### src/rtl/wbkc_pkg.sv
// ----------------------------------------------------------------------------
// wbkc_pkg
// shared types, constants and helpers of the whole-word keyword counter
// ----------------------------------------------------------------------------
`default_nettype none

package wbkc_pkg;

    localparam int KEYWORDS    = 4;
    localparam int KW_BYTES    = 8;
    localparam int WIN_DEPTH   = KW_BYTES + 1;
    localparam int COUNT_WIDTH = 16;
    localparam int LEN_W       = 4;
    localparam int POS_W       = $clog2(KW_BYTES);
    localparam int WIN_IDX_W   = $clog2(WIN_DEPTH);
    localparam int INC_W       = 2;
    localparam int SUM_W       = $clog2(2 * KEYWORDS + 1);
    localparam int CFG_IDX_W   = 3;
    localparam int CFG_DATA_W  = 8 * KW_BYTES;
    localparam int TAG_W       = 16;

    localparam logic [CFG_IDX_W-1:0] CFG_KW_A    = 3'd0;
    localparam logic [CFG_IDX_W-1:0] CFG_KW_B    = 3'd1;
    localparam logic [CFG_IDX_W-1:0] CFG_KW_C    = 3'd2;
    localparam logic [CFG_IDX_W-1:0] CFG_KW_D    = 3'd3;
    localparam logic [CFG_IDX_W-1:0] CFG_LENGTHS = 3'd4;

    localparam logic [7:0] CHAR_UNDERSCORE = 8'h5F;

    typedef struct packed {
        logic [7:0]       content_byte;
        logic [TAG_W-1:0] chunk_tag;
        logic             last_byte;
    } t_in_req;

    typedef struct packed {
        logic [TAG_W-1:0]       tag_out;
        logic [COUNT_WIDTH-1:0] match_count;
    } t_out_req;

    // one stage of the byte window
    typedef struct packed {
        logic       valid;
        logic [7:0] data;
    } t_win_slot;

    // keyword bytes lined up with one window position
    typedef struct packed {
        logic [KEYWORDS-1:0]      used;
        logic [KEYWORDS-1:0][7:0] data;
    } t_cell_key;

    // per-keyword controls handed to a tracker
    typedef struct packed {
        logic             accept;
        logic             last;
        logic             hit;
        logic             left_ok;
        logic             cur_word;
        logic [POS_W-1:0] len_m1;
    } t_track_ctl;

    function automatic logic f_is_word(input logic [7:0] b);
        return (b >= 8'h30 && b <= 8'h39) || (b >= 8'h41 && b <= 8'h5A) ||
               (b >= 8'h61 && b <= 8'h7A) || (b == CHAR_UNDERSCORE);
    endfunction

    // keyword byte that must sit at window position pos for a match ending now
    function automatic logic [7:0] f_align(input logic [CFG_DATA_W-1:0] word,
                                           input logic [LEN_W-1:0]      len,
                                           input logic [POS_W-1:0]      pos);
        logic [POS_W-1:0] idx;
        idx = len[POS_W-1:0] - POS_W'(1) - pos;
        return word[8*idx +: 8];
    endfunction

endpackage

`default_nettype wire

### src/rtl/word_bounded_keyword_counter_core.sv
// ----------------------------------------------------------------------------
// word_bounded_keyword_counter_core
// counts whole-word matches of up to four keywords per tagged chunk
// ----------------------------------------------------------------------------
// One content byte is taken per clock while o_in_stall is low: the byte
// is compared against all keywords in the cycle it is accepted and the
// per-chunk state is updated at the same edge. Each of the eight window
// cells compares the byte it is about to take with the keyword byte lined
// up for its position. A result request (chunk tag and saturated count) is
// registered in the output register, or in the skid buffer while the output
// is held, when the last byte of a chunk whose count is nonzero is accepted.
// Results sit in an output register backed by a one-entry skid buffer, so
// input keeps flowing while a result waits; o_in_stall is raised only when
// both are full. Keyword and length registers are loaded through the write
// port and reset to zero, which leaves every keyword disabled. There is no
// clearing pass after reset.
// ----------------------------------------------------------------------------
`default_nettype none

module word_bounded_keyword_counter_core
    import wbkc_pkg::*;
(
    input  wire logic                  i_clk,
    input  wire logic                  i_rst_n,
    // byte requests
    input  wire logic                  i_in_valid,
    output logic                       o_in_stall,
    input  wire t_in_req               i_in_data,
    // result requests
    output logic                       o_out_valid,
    input  wire logic                  i_out_stall,
    output t_out_req                   o_out_data,
    // configuration writes
    input  wire logic                  i_cfg_we,
    input  wire logic [CFG_IDX_W-1:0]  i_cfg_index,
    input  wire logic [CFG_DATA_W-1:0] i_cfg_data
);

    // ---------------- configuration registers ----------------
    logic [KEYWORDS-1:0][CFG_DATA_W-1:0] r_kw;
    logic [KEYWORDS*LEN_W-1:0]           r_len;

    always_ff @(posedge i_clk) begin
        if (!i_rst_n) begin
            r_kw  <= '0;
            r_len <= '0;
        end else if (i_cfg_we) begin
            unique case (i_cfg_index)
                CFG_KW_A:    r_kw[0] <= i_cfg_data;
                CFG_KW_B:    r_kw[1] <= i_cfg_data;
                CFG_KW_C:    r_kw[2] <= i_cfg_data;
                CFG_KW_D:    r_kw[3] <= i_cfg_data;
                CFG_LENGTHS: r_len   <= i_cfg_data[KEYWORDS*LEN_W-1:0];
                default: ; // unknown index, write dropped
            endcase
        end
    end

    // ---------------- request handshake ----------------
    logic r_skid_valid;
    logic w_accept;
    logic w_last;

    assign o_in_stall = r_skid_valid;
    assign w_accept   = i_in_valid && !r_skid_valid;
    assign w_last     = i_in_data.last_byte;

    // ---------------- keyword lengths ----------------
    logic [KEYWORDS-1:0][LEN_W-1:0] w_len;
    logic [KEYWORDS-1:0]            w_en;

    always_comb begin
        for (int k = 0; k < KEYWORDS; k++) begin
            w_len[k] = r_len[LEN_W*k +: LEN_W];
            // zero length or longer than KW_BYTES: never matches
            w_en[k]  = (w_len[k] != '0) && (w_len[k] <= LEN_W'(KW_BYTES));
        end
    end

    // ---------------- cell chain ----------------
    // position p of the window after this byte is shifted in is the byte
    // entering cell p; position 0 is the incoming byte itself
    t_win_slot                     w_prev [KW_BYTES];
    t_win_slot                     w_slot [KW_BYTES];
    t_cell_key                     w_key  [KW_BYTES];
    logic [KEYWORDS-1:0]           w_eq   [KW_BYTES];
    logic [KW_BYTES-1:0]           w_cword;
    logic [WIN_DEPTH-1:0]          w_pos_valid;
    logic [WIN_DEPTH-1:0]          w_pos_word;
    logic [KEYWORDS-1:0][KW_BYTES-1:0] w_eq_kw;

    genvar gp;
    generate
        for (gp = 0; gp < KW_BYTES; gp++) begin : g_cell
            if (gp == 0) begin : g_head
                assign w_prev[gp] = '{valid: 1'b1, data: i_in_data.content_byte};
            end else begin : g_link
                assign w_prev[gp] = w_slot[gp-1];
            end

            always_comb begin
                for (int k = 0; k < KEYWORDS; k++) begin
                    w_key[gp].used[k] = w_en[k] && (LEN_W'(gp) < w_len[k]);
                    w_key[gp].data[k] = f_align(r_kw[k], w_len[k], POS_W'(gp));
                end
            end

            wbkc_cell u_cell (
                .i_clk   (i_clk),
                .i_rst_n (i_rst_n),
                .i_shift (w_accept),
                .i_clear (w_last),
                .i_prev  (w_prev[gp]),
                .i_key   (w_key[gp]),
                .o_slot  (w_slot[gp]),
                .o_eq    (w_eq[gp]),
                .o_word  (w_cword[gp])
            );

            assign w_pos_valid[gp] = w_prev[gp].valid;
            assign w_pos_word[gp]  = w_cword[gp];

            for (genvar gk = 0; gk < KEYWORDS; gk++) begin : g_tr
                assign w_eq_kw[gk][gp] = w_eq[gp][gk];
            end
        end
    endgenerate

    // oldest position, only looked at for the left word edge
    assign w_pos_valid[WIN_DEPTH-1] = w_slot[KW_BYTES-1].valid;
    assign w_pos_word[WIN_DEPTH-1]  = f_is_word(w_slot[KW_BYTES-1].data);

    // ---------------- per-keyword trackers ----------------
    t_track_ctl                     w_ctl [KEYWORDS];
    logic [KEYWORDS-1:0][INC_W-1:0] w_inc;

    genvar gk2;
    generate
        for (gk2 = 0; gk2 < KEYWORDS; gk2++) begin : g_kw
            logic [POS_W-1:0]     w_lm1;
            logic [WIN_IDX_W-1:0] w_lidx;

            assign w_lm1  = w_len[gk2][POS_W-1:0] - POS_W'(1);
            assign w_lidx = w_en[gk2] ? WIN_IDX_W'(w_len[gk2]) : '0;

            always_comb begin
                w_ctl[gk2].accept   = w_accept;
                w_ctl[gk2].last     = w_last;
                // whole keyword present and enough bytes seen
                w_ctl[gk2].hit      = w_en[gk2] && w_pos_valid[WIN_IDX_W'(w_lm1)] &&
                                      (&w_eq_kw[gk2]);
                // byte before the match absent or not a word byte
                w_ctl[gk2].left_ok  = !(w_pos_valid[w_lidx] && w_pos_word[w_lidx]);
                w_ctl[gk2].cur_word = w_cword[0];
                w_ctl[gk2].len_m1   = w_lm1;
            end

            wbkc_track u_track (
                .i_clk   (i_clk),
                .i_rst_n (i_rst_n),
                .i_ctl   (w_ctl[gk2]),
                .o_inc   (w_inc[gk2])
            );
        end
    endgenerate

    // ---------------- running total ----------------
    logic [COUNT_WIDTH-1:0] r_total;
    logic [COUNT_WIDTH-1:0] n_total;
    logic [SUM_W-1:0]       w_sum;
    logic [COUNT_WIDTH:0]   w_wide;

    always_comb begin
        w_sum = '0;
        for (int k = 0; k < KEYWORDS; k++) begin
            w_sum = w_sum + SUM_W'(w_inc[k]);
        end
        w_wide  = {1'b0, r_total} + (COUNT_WIDTH+1)'(w_sum);
        // saturate at all ones
        n_total = w_wide[COUNT_WIDTH] ? '1 : w_wide[COUNT_WIDTH-1:0];
    end

    always_ff @(posedge i_clk) begin
        if (!i_rst_n) begin
            r_total <= '0;
        end else if (w_accept) begin
            r_total <= w_last ? '0 : n_total;
        end
    end

    // ---------------- result output with skid ----------------
    logic     w_res_valid;
    t_out_req w_res;
    logic     w_move;
    logic     r_out_valid;
    t_out_req r_out;
    t_out_req r_skid;

    assign w_res_valid = w_accept && w_last && (n_total != '0);
    assign w_res       = '{tag_out: i_in_data.chunk_tag, match_count: n_total};
    assign w_move      = !r_out_valid || !i_out_stall;

    always_ff @(posedge i_clk) begin
        if (!i_rst_n) begin
            r_out_valid  <= 1'b0;
            r_skid_valid <= 1'b0;
        end else if (w_move) begin
            // skid drains first; no request is taken while it is full
            r_out_valid  <= r_skid_valid || w_res_valid;
            r_skid_valid <= 1'b0;
        end else if (w_res_valid) begin
            r_skid_valid <= 1'b1;
        end
    end

    always_ff @(posedge i_clk) begin
        if (w_move) begin
            r_out <= r_skid_valid ? r_skid : w_res;
        end else if (w_res_valid) begin
            r_skid <= w_res;
        end
    end

    assign o_out_valid = r_out_valid;
    assign o_out_data  = r_out;

endmodule

`default_nettype wire

### src/rtl/wbkc_cell.sv
// ----------------------------------------------------------------------------
// wbkc_cell
// one window stage: compares the byte it takes against every keyword
// ----------------------------------------------------------------------------
`default_nettype none

module wbkc_cell
    import wbkc_pkg::*;
(
    input  wire logic                i_clk,
    input  wire logic                i_rst_n,
    input  wire logic                i_shift,
    input  wire logic                i_clear,
    input  wire t_win_slot           i_prev,
    input  wire t_cell_key           i_key,
    output t_win_slot                o_slot,
    output logic [KEYWORDS-1:0]      o_eq,
    output logic                     o_word
);

    logic       r_valid;
    logic [7:0] r_data;

    always_ff @(posedge i_clk) begin
        if (!i_rst_n) begin
            r_valid <= 1'b0;
        end else if (i_shift) begin
            r_valid <= i_prev.valid && !i_clear;
        end
    end

    // payload, no reset needed
    always_ff @(posedge i_clk) begin
        if (i_shift) begin
            r_data <= i_prev.data;
        end
    end

    always_comb begin
        for (int k = 0; k < KEYWORDS; k++) begin
            o_eq[k] = !i_key.used[k] || (i_prev.data == i_key.data[k]);
        end
    end

    assign o_word = f_is_word(i_prev.data);
    assign o_slot = '{valid: r_valid, data: r_data};

endmodule

`default_nettype wire

### src/rtl/wbkc_track.sv
// ----------------------------------------------------------------------------
// wbkc_track
// per-keyword match state: pending right-edge check and overlap blocking
// ----------------------------------------------------------------------------
`default_nettype none

module wbkc_track
    import wbkc_pkg::*;
(
    input  wire logic              i_clk,
    input  wire logic              i_rst_n,
    input  wire t_track_ctl        i_ctl,
    output logic [INC_W-1:0]       o_inc
);

    logic             r_pend;
    logic             n_pend;
    logic [POS_W-1:0] r_skip;
    logic [POS_W-1:0] n_skip;
    logic             inc_pend;
    logic             inc_new;

    always_comb begin
        n_pend   = r_pend;
        n_skip   = r_skip;
        inc_pend = r_pend && !i_ctl.cur_word;
        inc_new  = 1'b0;
        if (i_ctl.accept) begin
            n_pend = 1'b0;
            if (r_skip != '0) begin
                n_skip = r_skip - POS_W'(1);
            end else if (i_ctl.hit) begin
                n_skip = i_ctl.len_m1;
                if (i_ctl.left_ok) begin
                    if (i_ctl.last) begin
                        inc_new = 1'b1;
                    end else begin
                        n_pend = 1'b1;
                    end
                end
            end
            // chunk end clears everything
            if (i_ctl.last) begin
                n_pend = 1'b0;
                n_skip = '0;
            end
        end
    end

    always_ff @(posedge i_clk) begin
        if (!i_rst_n) begin
            r_pend <= 1'b0;
            r_skip <= '0;
        end else begin
            r_pend <= n_pend;
            r_skip <= n_skip;
        end
    end

    assign o_inc = INC_W'(inc_pend) + INC_W'(inc_new);

endmodule

`default_nettype wire

### config.mk
export PLATFORM = sky130hd
export DESIGN_NAME = word_bounded_keyword_counter_core
export DESIGN_NICKNAME = d
export VERILOG_FILES = /design/src/rtl/wbkc_pkg.sv /design/src/rtl/word_bounded_keyword_counter_core.sv /design/src/rtl/wbkc_cell.sv /design/src/rtl/wbkc_track.sv
export SDC_FILE = /design/constraint.sdc
export NUM_CORES = 1
export LEC_CHECK = 0
export ABC_AREA = 1
export BUFFER_PORTS_ARGS = -buffer_cell sky130_fd_sc_hd__buf_2
export CORE_UTILIZATION = 30
export DETAILED_ROUTE_END_ITERATION = 10
export RECOVER_POWER = 25
export SKIP_LAST_GASP = 1
export SLEW_MARGIN = 30
export SYNTH_ARGS = -nofsm -noshare
export SYNTH_HDL_FRONTEND = slang
export SYNTH_HIERARCHICAL = 1
export SYNTH_SLANG_ARGS = --single-unit
### constraint.sdc
create_clock -name i_clk -period 11.4 [get_ports i_clk]
set_input_delay 0.57 -clock i_clk [delete_from_list [all_inputs] [get_ports i_clk]]
set_output_delay 0.57 -clock i_clk [all_outputs]
set_load 0.05 [all_outputs]
# Word level (Yosys, flattened, before mapping)
# Cells that the tools add are included.
[totals] elab_cells=549 ff_bits=442 out_inout_bits=34
[op_classes] n_mux=76 n_lt_le_gt_ge=98 n_shift=32 n_eq_ne=45 n_bitwise=2 reduce_logical=216 addsub=44
[op_table] op="variable part select 64 x 7 -> 8 bit" count=32
[op_table] op="equality test 8 bit" count=32
[op_table] op="greater-or-equal comparator 8 x 7 -> 1 bit (second input constant)" count=18
[op_table] op="less-or-equal comparator 8 x 7 -> 1 bit (second input constant)" count=18
[op_table] op="logical AND 1 bit" count=89
[op_table] op="equality test 8 x 7 -> 1 bit (second input constant)" count=9
[op_table] op="greater-or-equal comparator 8 x 6 -> 1 bit (second input constant)" count=9
[op_table] op="less-or-equal comparator 8 x 6 -> 1 bit (second input constant)" count=9
[op_table] op="less-than comparator 3 x 4 -> 1 bit (first input constant)" count=16
[op_table] op="logical OR 1 bit" count=61
[op_table] op="subtractor 3 bit (second input constant)" count=16
[op_table] op="2-to-1 mux 1 bit" count=45
[op_table] op="zero test 1 bit" count=37
[op_table] op="2-to-1 mux 3 bit" count=12
[op_table] op="subtractor 3 x 1 -> 3 bit (second input constant)" count=12
[op_table] op="binary-select mux 1 bit (select 4 bit)" count=8
[op_table] op="less-than comparator 1 x 4 -> 1 bit (first input constant)" count=8
[op_table] op="less-than comparator 2 x 4 -> 1 bit (first input constant)" count=8
[op_table] op="2-to-1 mux 16 bit" count=2
[op_table] op="2-to-1 mux 32 bit" count=1
[op_table] op="AND reduction 8 bit" count=4
[op_table] op="nonzero test 3 bit" count=8
[op_table] op="subtractor 3 x 2 -> 3 bit (second input constant)" count=8
[op_table] op="less-than comparator 3 x 5 -> 1 bit (second input constant)" count=4
[op_table] op="other kinds (18)" count=47

# Depth between registers and ports, before layout
# Gate-level depths: netlist (run 1).
[logic_depth] ltp_word=21 mapped_depth=44

# Modules after synthesis
# Netlist (run 1), hierarchy kept.
[by_module_without_submodules] mod="word_bounded_keyword_counter_core" area_per_inst_um2=22975.8 n_inst=1 cells_each=3772
[by_module_without_submodules] mod="wbkc_cell" area_per_inst_um2=865.8 n_inst=8 cells_each=110
[by_module_without_submodules] mod="wbkc_track" area_per_inst_um2=312.8 n_inst=4 cells_each=52

# Least setup slack after synthesis (run 1)
# No wires, ideal clock.
[synth_timing] path_kind="flip-flop to flip-flop" start="register r_skid_valid, in the netlist o_in_stall" end="register r_skid[0] (netlist bit) (enable)" period_less_slack_ps=8302 path_buffers=3 setup_ps=421 slack_ps=3098 stages_incl_launch_ff=28 t_arrival_ps=7881 required_ps=10979 path_cell_list="dfxtp_1 -> clkbuf_1 -> inv_2 -> nand2_1 -> clkbuf_1 -> inv_1 -> inv_1 -> nor4_1 -> ha_1 -> fa_1 -> inv_1 -> fa_1 -> fa_1 -> inv_1 -> fa_1 -> inv_1 -> nor2_1 -> nor2_4 -> nor2_8 -> nand2_2 -> buf_6 -> nand3_2 -> nor2_1 -> nand2_1 -> nor2_1 -> nand2_1 -> nand2_1 -> nor2_1"
[synth_rtl] element="from (decl)" line="word_bounded_keyword_counter_core.sv:60" text="logic r_skid_valid;"
[synth_rtl] element="from (signal assigned)" line="word_bounded_keyword_counter_core.sv:206" text="r_skid_valid <= 1'b0;"
[synth_rtl] element="from (signal assigned)" line="word_bounded_keyword_counter_core.sv:210" text="r_skid_valid <= 1'b0;"
[synth_rtl] element="from (signal assigned)" line="word_bounded_keyword_counter_core.sv:212" text="r_skid_valid <= 1'b1;"
[synth_rtl] element="to (signal assigned)" line="word_bounded_keyword_counter_core.sv:220" text="r_skid <= w_res;"
[synth_rtl] element="to (decl)" line="word_bounded_keyword_counter_core.sv:197" text="t_out_req r_skid;"

==> flow_metrics.py, run 1 <==
metrics = {
    "timing": {
        "finClkSkew_ns": 0.1072,
        "rsz0062_at_grt": "false",
        "tightestPinTransition_ns": 3.027,
        "final-max-slew-violation-count": 277,
        "setup_viol_count_final": 0,
        "tns_ns": 0,
        "max_slew_margin_pct": -101.8,
        "fin_crit_sh_pct": 81.85,
        "fin_crit_ns": 9.331,
        "hold_viol": 0,
        "fmax_ghz": 0.1072,
    },
    "finish": {
        "drive_above_1_share_pct": 7.845,
        "nNetsFinal": 4916,
        "area_growth_syn_to_layout_pct": 10.00,
        "fill_cells": 11195,
        "fin_cells": 6200,
    },
    "pwr": {
        "seqPwrFrac_pct": 36.8,
        "p_int_mw": 3.137,
        "switching_share_pct": 33.73,
        "pwr_density_cell_nw_per_um2": 138.2,
        "p_switching_mw": 1.597,
        "leakage_nw": 14.20,
        "p_comb_share_pct": 23.3,
        "power.share.clock_pct": 39.9,
        "vdd.ir_drop.worst_v": 0.0001287,
    },
    "worst_setup_path": {
        "arrival_ns": 9.66,
        "startpoint_type": "flop",
        "worstSetupPathType": "reg -> reg",
        "path_delay_family": "simple AND/OR/NAND/NOR gates",
        "crit_fanout": 44,
        "cp.required_ns": 11.72,
        "crit_path_top_delay_cell": "o21ai_0",
        "max_stage_delay_ns": 0.68,
        "crit_path_end_kind": "flop",
        "crit_buf_inv": 8,
        "cpMostUsedCell": "nand2_1",
    },
    "global_routing": {
        "grt_max_degree": 97,
        "gr-usage-all-layers_pct": 24.26,
        "grt_pass1_wl_um": 184600,
        "grt_pass1_vias": 27727,
        "antenna_found_initial": 8,
        "overflow": 0,
    },
    "yosys": {
        "ys_top_cells_by_area": "dfxtp_1 (20%), nand2_1 (15%), o21ai_0 (14%)",
        "syn_nets": 4991,
        "async_reset_ff_share_pct": 0,
        "synth_area_per_cell_um2": 6.410,
        "yosys.area.top_type_share_pct": 20.18,
        "ys_ff_latch": 442,
        "synth_edf_count": 128,
        "yosysTopAreaCell": "dfxtp_1",
        "yosysWarnings": 6,
        "syn_inst": 4860,
        "ys_types": 46,
        "ys_seq_area_share_pct": 32.52,
        "ys.flop_type": "dfxtp_1",
        "syn-cell-area_um2": 31150,
    },
    "detailed_routing": {
        "drt_first_pass_iters": 6,
        "drt_iter0_markers": 3911,
        "antenna_left": 0,
        "routed-via-count": 31478,
        "drc": 0,
        "routed_wl_um": 129600,
        "wl_per_cell_um": 20.91,
        "viasPerCell": 5.077,
    },
    "clocking": {
        "cts_tree": "yes",
        "ctsResizeCount": 0,
        "clockBufferDepth": 3,
        "numCtsBuffers": 54,
        "clk_root_buffer_cell": "clkbuf_16",
        "htree_levels": 2,
        "cts_setup_buffers": 0,
        "postCtsHoldBufs": 0,
        "clk_pin_slew_ns": 0.06,
        "clkLatencyLatePin_ns": 0.71,
        "cts.sinks": 442,
    },
    "placement": {
        "hpwl_um": 96600,
        "gp_congestion": 1.022,
        "dp.cells": 6097,
        "io_buffers": 130,
    },
    "floorplan": {
        "die_area_um2": 105100,
        "fp.dieH_um": 324.3,
        "rows": 117,
        "io_pins": 131,
        "core_area_um2": 102300,
        "die_x_um": 324.3,
        "start_util_pct": 30.45,
    },
    "outcome": {
        "status": "finished with violations",
        "violations": "max-capacitance violations, max-slew violations",
    },
    "job": {
        "drv_cap": 5,
    },
    "hold_path": {
        "hp-class": "in -> reg",
    },
}
[cells in the mapped netlist (2+ instances only)]
cell          n
nand2_2      10
edfxtp_1    128
xor2_1        9
or2_0         7
nor3_2        2
nand3_1      91
buf_4         9
buf_6        57
o21ai_0     899
nand2_1    1227
a2111oi_0     3
inv_1       536
mux2i_1       2
nor4_1        5
a21oi_1     321
o21ai_2       8
a31oi_1       3
buf_1        20
a21oi_2      12
a22oi_1       3
nand3_2       6
clkinv_1      2
fa_1          6
inv_2        50
or2_2        30
nand4_1      27
clkbuf_1    199
buf_2        41
nor2_1      427
xor2_2        5
ha_1         28
dfxtp_1     314
o211ai_1      8
xnor2_1     242
o21ai_1     100
or2_1         2
nor3_1        4
nor2_2        9
[per-stage QoR]
stage	hold WS, ns	setup slack [ns]	cell area (um^2)	total power [mW]	util (%)
2_1_floorplan	0.4206	3.098	31150	2.515	-
3_3_place_gp	0.4423	1.654	32400	2.836	31.67
3_5_place_dp	0.4491	2.119	32440	2.849	31.70
4_1_cts	0.05732	2.098	34390	4.736	33.60
5_1_grt	0.08376	1.220	34270	4.922	33.49
6_report	0.1052	2.069	34270	4.735	33.49
[routing by layer]
layer	global-route usage, %	wire length [um]
met3	4.551	13070
met1	31.23	52190
met2	38.03	55960
met5	0.3241	77
met4	13.53	8320
[logic make-up after synthesis]
logic type	synth area share, %
other	0.01204
AOI/OAI and AO/OA	22.28
and+or+nand+nor	23.64
DFF	32.52
buffers and inverters	12.66
muxes	0.06426
adders and majority gates	1.510
xor gates and xnor gates	7.318
[layout make-up]
cell class,instances,area (um^2),area share (%)
well taps,1368,1712,4.995
multi-input cells,3504,17250,50.33
flip-flops and latches,442,10140,29.60
diodes,1,2.502,0.007302
clock inverters,28,402.9,1.176
repair buffers,195,1002,2.925
inverters,588,2210,6.448
clock buffers,74,1548,4.516
[final timing paths]
kind                 from         end  slack, ns  cells after the start
max             r_len[12]  r_skid[15]       2.07                     39
min          i_in_data[8]  r_skid[23]       0.11                      1
max reg2reg     r_len[12]  r_skid[15]       2.07                     39
min reg2reg     r_kw[238]   r_kw[238]       0.46                      2
[flip-flops by register name, indices dropped and copies added (netlist names)]
register               cells
g_cell.u_cell/r_data      64
g_cell.u_cell/r_valid      8
g_kw.u_track/r_pend        4
g_kw.u_track/r_skip       12
o_in_stall                 1
o_out_data                32
o_out_valid                1
r_kw                     256
r_len                     16
r_skid                    32
r_total                   16
[cell usage in the layout, fill, tap and decap left out, drive strengths merged, types with 39 or more instances in the layout]
cell | Yosys | layout
buf | 127 | 140
or2 | 39 | 39
inv | 586 | 588
nand3 | 97 | 97
nor2 | 438 | 438
edfxtp | 128 | 128
a21oi | 333 | 333
xnor2 | 242 | 242
nand2 | 1237 | 1237
clkbuf | 199 | 129
dfxtp | 314 | 314
o21ai | 1007 | 1007
[power groups by stage]
stage / clock network [mW] / registers, mW / logic [mW]
CTS: 1.92 / 1.74 / 1.08
global route: 1.98 / 1.75 / 1.20
global placement: 0 / 1.77 / 1.06
finish: 1.89 / 1.74 / 1.10
floorplan: 0 / 1.74 / 0.773
detailed placement: 0 / 1.77 / 1.08
(Power assumes the default switching activity.)
==> run 2: changes to the inputs <==
- clock period: 11.4 -> 8.1 ns (I/O delays scaled with it)
==> flow_metrics.py, run 2 (synthesis gave the netlist of run 1 again) <==
metrics = {
    "outcome": {
        "status": "finished with violations",
        "violations": "max-capacitance violations, max-slew violations",
    },
    "clocking": {
        "htree_levels": 2,
        "cts_setup_buffers": 0,
        "cts_tree": "yes",
        "cts.sinks": 442,
        "clockBufferDepth": 3,
        "clkLatencyLatePin_ns": 0.68,
        "numCtsBuffers": 54,
        "clk_pin_slew_ns": 0.06,
        "clk_root_buffer_cell": "clkbuf_16",
    },
    "finish": {
        "layout_common_cells": "nand2_1 (1226), o21ai_0 (898), inv_1 (535)",
        "final_util_pct": 34.17,
        "reg_top3": "r_kw: 256 flops, g_cell.u_cell/r_data: 64 flops",
        "largest_reg_flops": 256,
        "area_growth_syn_to_layout_pct": 12.23,
        "final_common_cell": "nand2_1",
        "fill_cells": 11160,
        "regMostFlops": "r_kw",
        "nNetsFinal": 4972,
        "drive_above_1_share_pct": 9.147,
        "fin_area_um2": 34960,
    },
    "floorplan": {
        "rows": 117,
        "die_x_um": 324.3,
        "core_area_um2": 102300,
        "start_util_pct": 30.45,
        "io_pins": 131,
        "die_area_um2": 105100,
        "fp.dieH_um": 324.3,
    },
    "worst_setup_path": {
        "cp.required_ns": 8.46,
        "cpMostUsedCell": "nand2_1",
        "reg2reg_slack_ns": 0.48,
        "crit_buf_inv": 7,
        "crit_path_top_delay_cell": "o21ai_0",
        "crit_fanout": 51,
        "path_delay_family": "simple AND/OR/NAND/NOR gates",
        "worstSetupPathType": "reg -> reg",
        "max_stage_delay_ns": 0.67,
        "worstSetupPathDepth": 35,
        "worst_r2r_path_depth": 35,
        "arrival_ns": 7.98,
        "crit_path_end_kind": "flop",
        "crit_start": "r_len[8]",
        "endpoint": "r_skid[21]",
        "startpoint_type": "flop",
        "timing.rr.end": "r_skid[21]",
        "reg2reg_from": "r_len[8]",
    },
    "detailed_routing": {
        "drt_iter0_markers": 3471,
        "drc": 0,
        "drt_first_pass_iters": 9,
        "routed_wl_um": 134700,
        "antenna_left": 0,
        "wl_per_cell_um": 21.52,
        "viasPerCell": 5.045,
        "routed-via-count": 31575,
    },
    "placement": {
        "hpwl_um": 101100,
        "place_area_um2": 32810,
        "io_buffers": 130,
        "gp_congestion": 1.022,
    },
    "timing": {
        "hold_viol": 0,
        "setup_viol_count_final": 0,
        "fin_crit_sh_pct": 94.09,
        "fmax_ghz": 0.1312,
        "fin_crit_ns": 7.621,
        "finClkSkew_ns": 0.04324,
        "tightestPinTransition_ns": 6.953,
        "final-max-slew-violation-count": 256,
        "max_slew_margin_pct": -363.6,
        "rsz0062_at_grt": "false",
        "tns_ns": 0,
    },
    "pwr": {
        "totalPowerFinal_mw": 6.774,
        "pwr_density_cell_nw_per_um2": 193.8,
        "leakage_nw": 14.59,
        "vdd.ir_drop.worst_v": 0.0001556,
    },
    "global_routing": {
        "overflow": 0,
        "grt_pass1_vias": 27739,
        "antenna_found_initial": 13,
        "gr-usage-all-layers_pct": 25.19,
        "grt_max_degree": 244,
        "grt_pass1_wl_um": 190500,
    },
    "hold_path": {
        "hold_depth": 3,
        "min_from": "i_cfg_data[26]",
        "hp-class": "in -> reg",
    },
    "job": {
        "drv_cap": 3,
    },
}
run 2: changes by cell type in the layout (fill, tap and decap cells not counted), moves of 4 or more:
| cell | delta |
|---|---|
| buf_4 | +58 |
| clkbuf_1 | -25 |
| dlygate4sd3_1 | +16 |
| buf_12 | +8 |
| bufinv_16 | +4 |
| clkbuf_8 | -4 |
run 2: power breakdown:
| group | switching (mW) | total (mW) | internal, mW |
|---|---|---|---|
| sequential | 0.131 | 2.49 | 2.35 |
| clock | 1.08 | 2.73 | 1.65 |
| combinational | 1.04 | 1.56 | 0.522 |
run 2: worst min path at each step:
stage	slack, ns	endpoint
after detailed placement	0.45	r_kw[234]
final	0.05	r_kw[154]
after floorplan	0.42	g_cell[1].u_cell/r_data[0]
after CTS	0.03	r_kw[104]
after global routing	0.06	r_kw[154]
after global placement	0.45	r_kw[239]
run 2: cell type report:
class	instances	area [um^2]	area share (%)
diodes	4	10.01	0.02863
clock buffers	71	1475	4.219
clock inverters	31	514.2	1.471
inverters	588	2211	6.324
multi-input cells	3504	17220	49.26
flip-flops and latches	442	10140	29.02
well taps	1368	1712	4.896
repair buffers	251	1674	4.788
run 2: metrics by stage:
stage | std cells | worst slack [ns] | hold slack, ns
final | 6259 | 0.4790 | 0.05376
after global routing | 6255 | 0.02427 | 0.06160
after CTS | 6254 | 0.4064 | 0.02974
after global placement | 6136 | 0.5592 | 0.4468
after detailed placement | 6136 | 0.4203 | 0.4539
after floorplan | 4860 | 0.3896 | 0.4206
run 2: worst register-to-register path: cells and delay by family, from the launching register on:
family / cells / cell delay [ns]
buffers and inverters: 7 / 1.08
AO/OA/AOI/OAI: 4 / 1.77
flip-flops: 1 / 0.42
AND/OR/NAND/NOR: 18 / 1.99
XOR/XNOR: 1 / 0.19
adder cells (fa/ha/maj): 5 / 1.84
run 2: what timing repair did:
item | CTS | global route
setup endpoints to repair | 0 | 32
endpoints found under the hold margin | 28 | 0
resized for setup | 0 | 4
hold buffers | 16 | 0
run 2: per-layer routing:
layer  GRT usage [%]  vias to the layer above  part of all wire (%)
li1                -                    15460                     -
met1           34.22                    14551                    43
met2           39.09                     1322                    43
met3           3.754                      240                   8.7
met4           11.79                        2                   5.0
met5               0                        -                0.0097
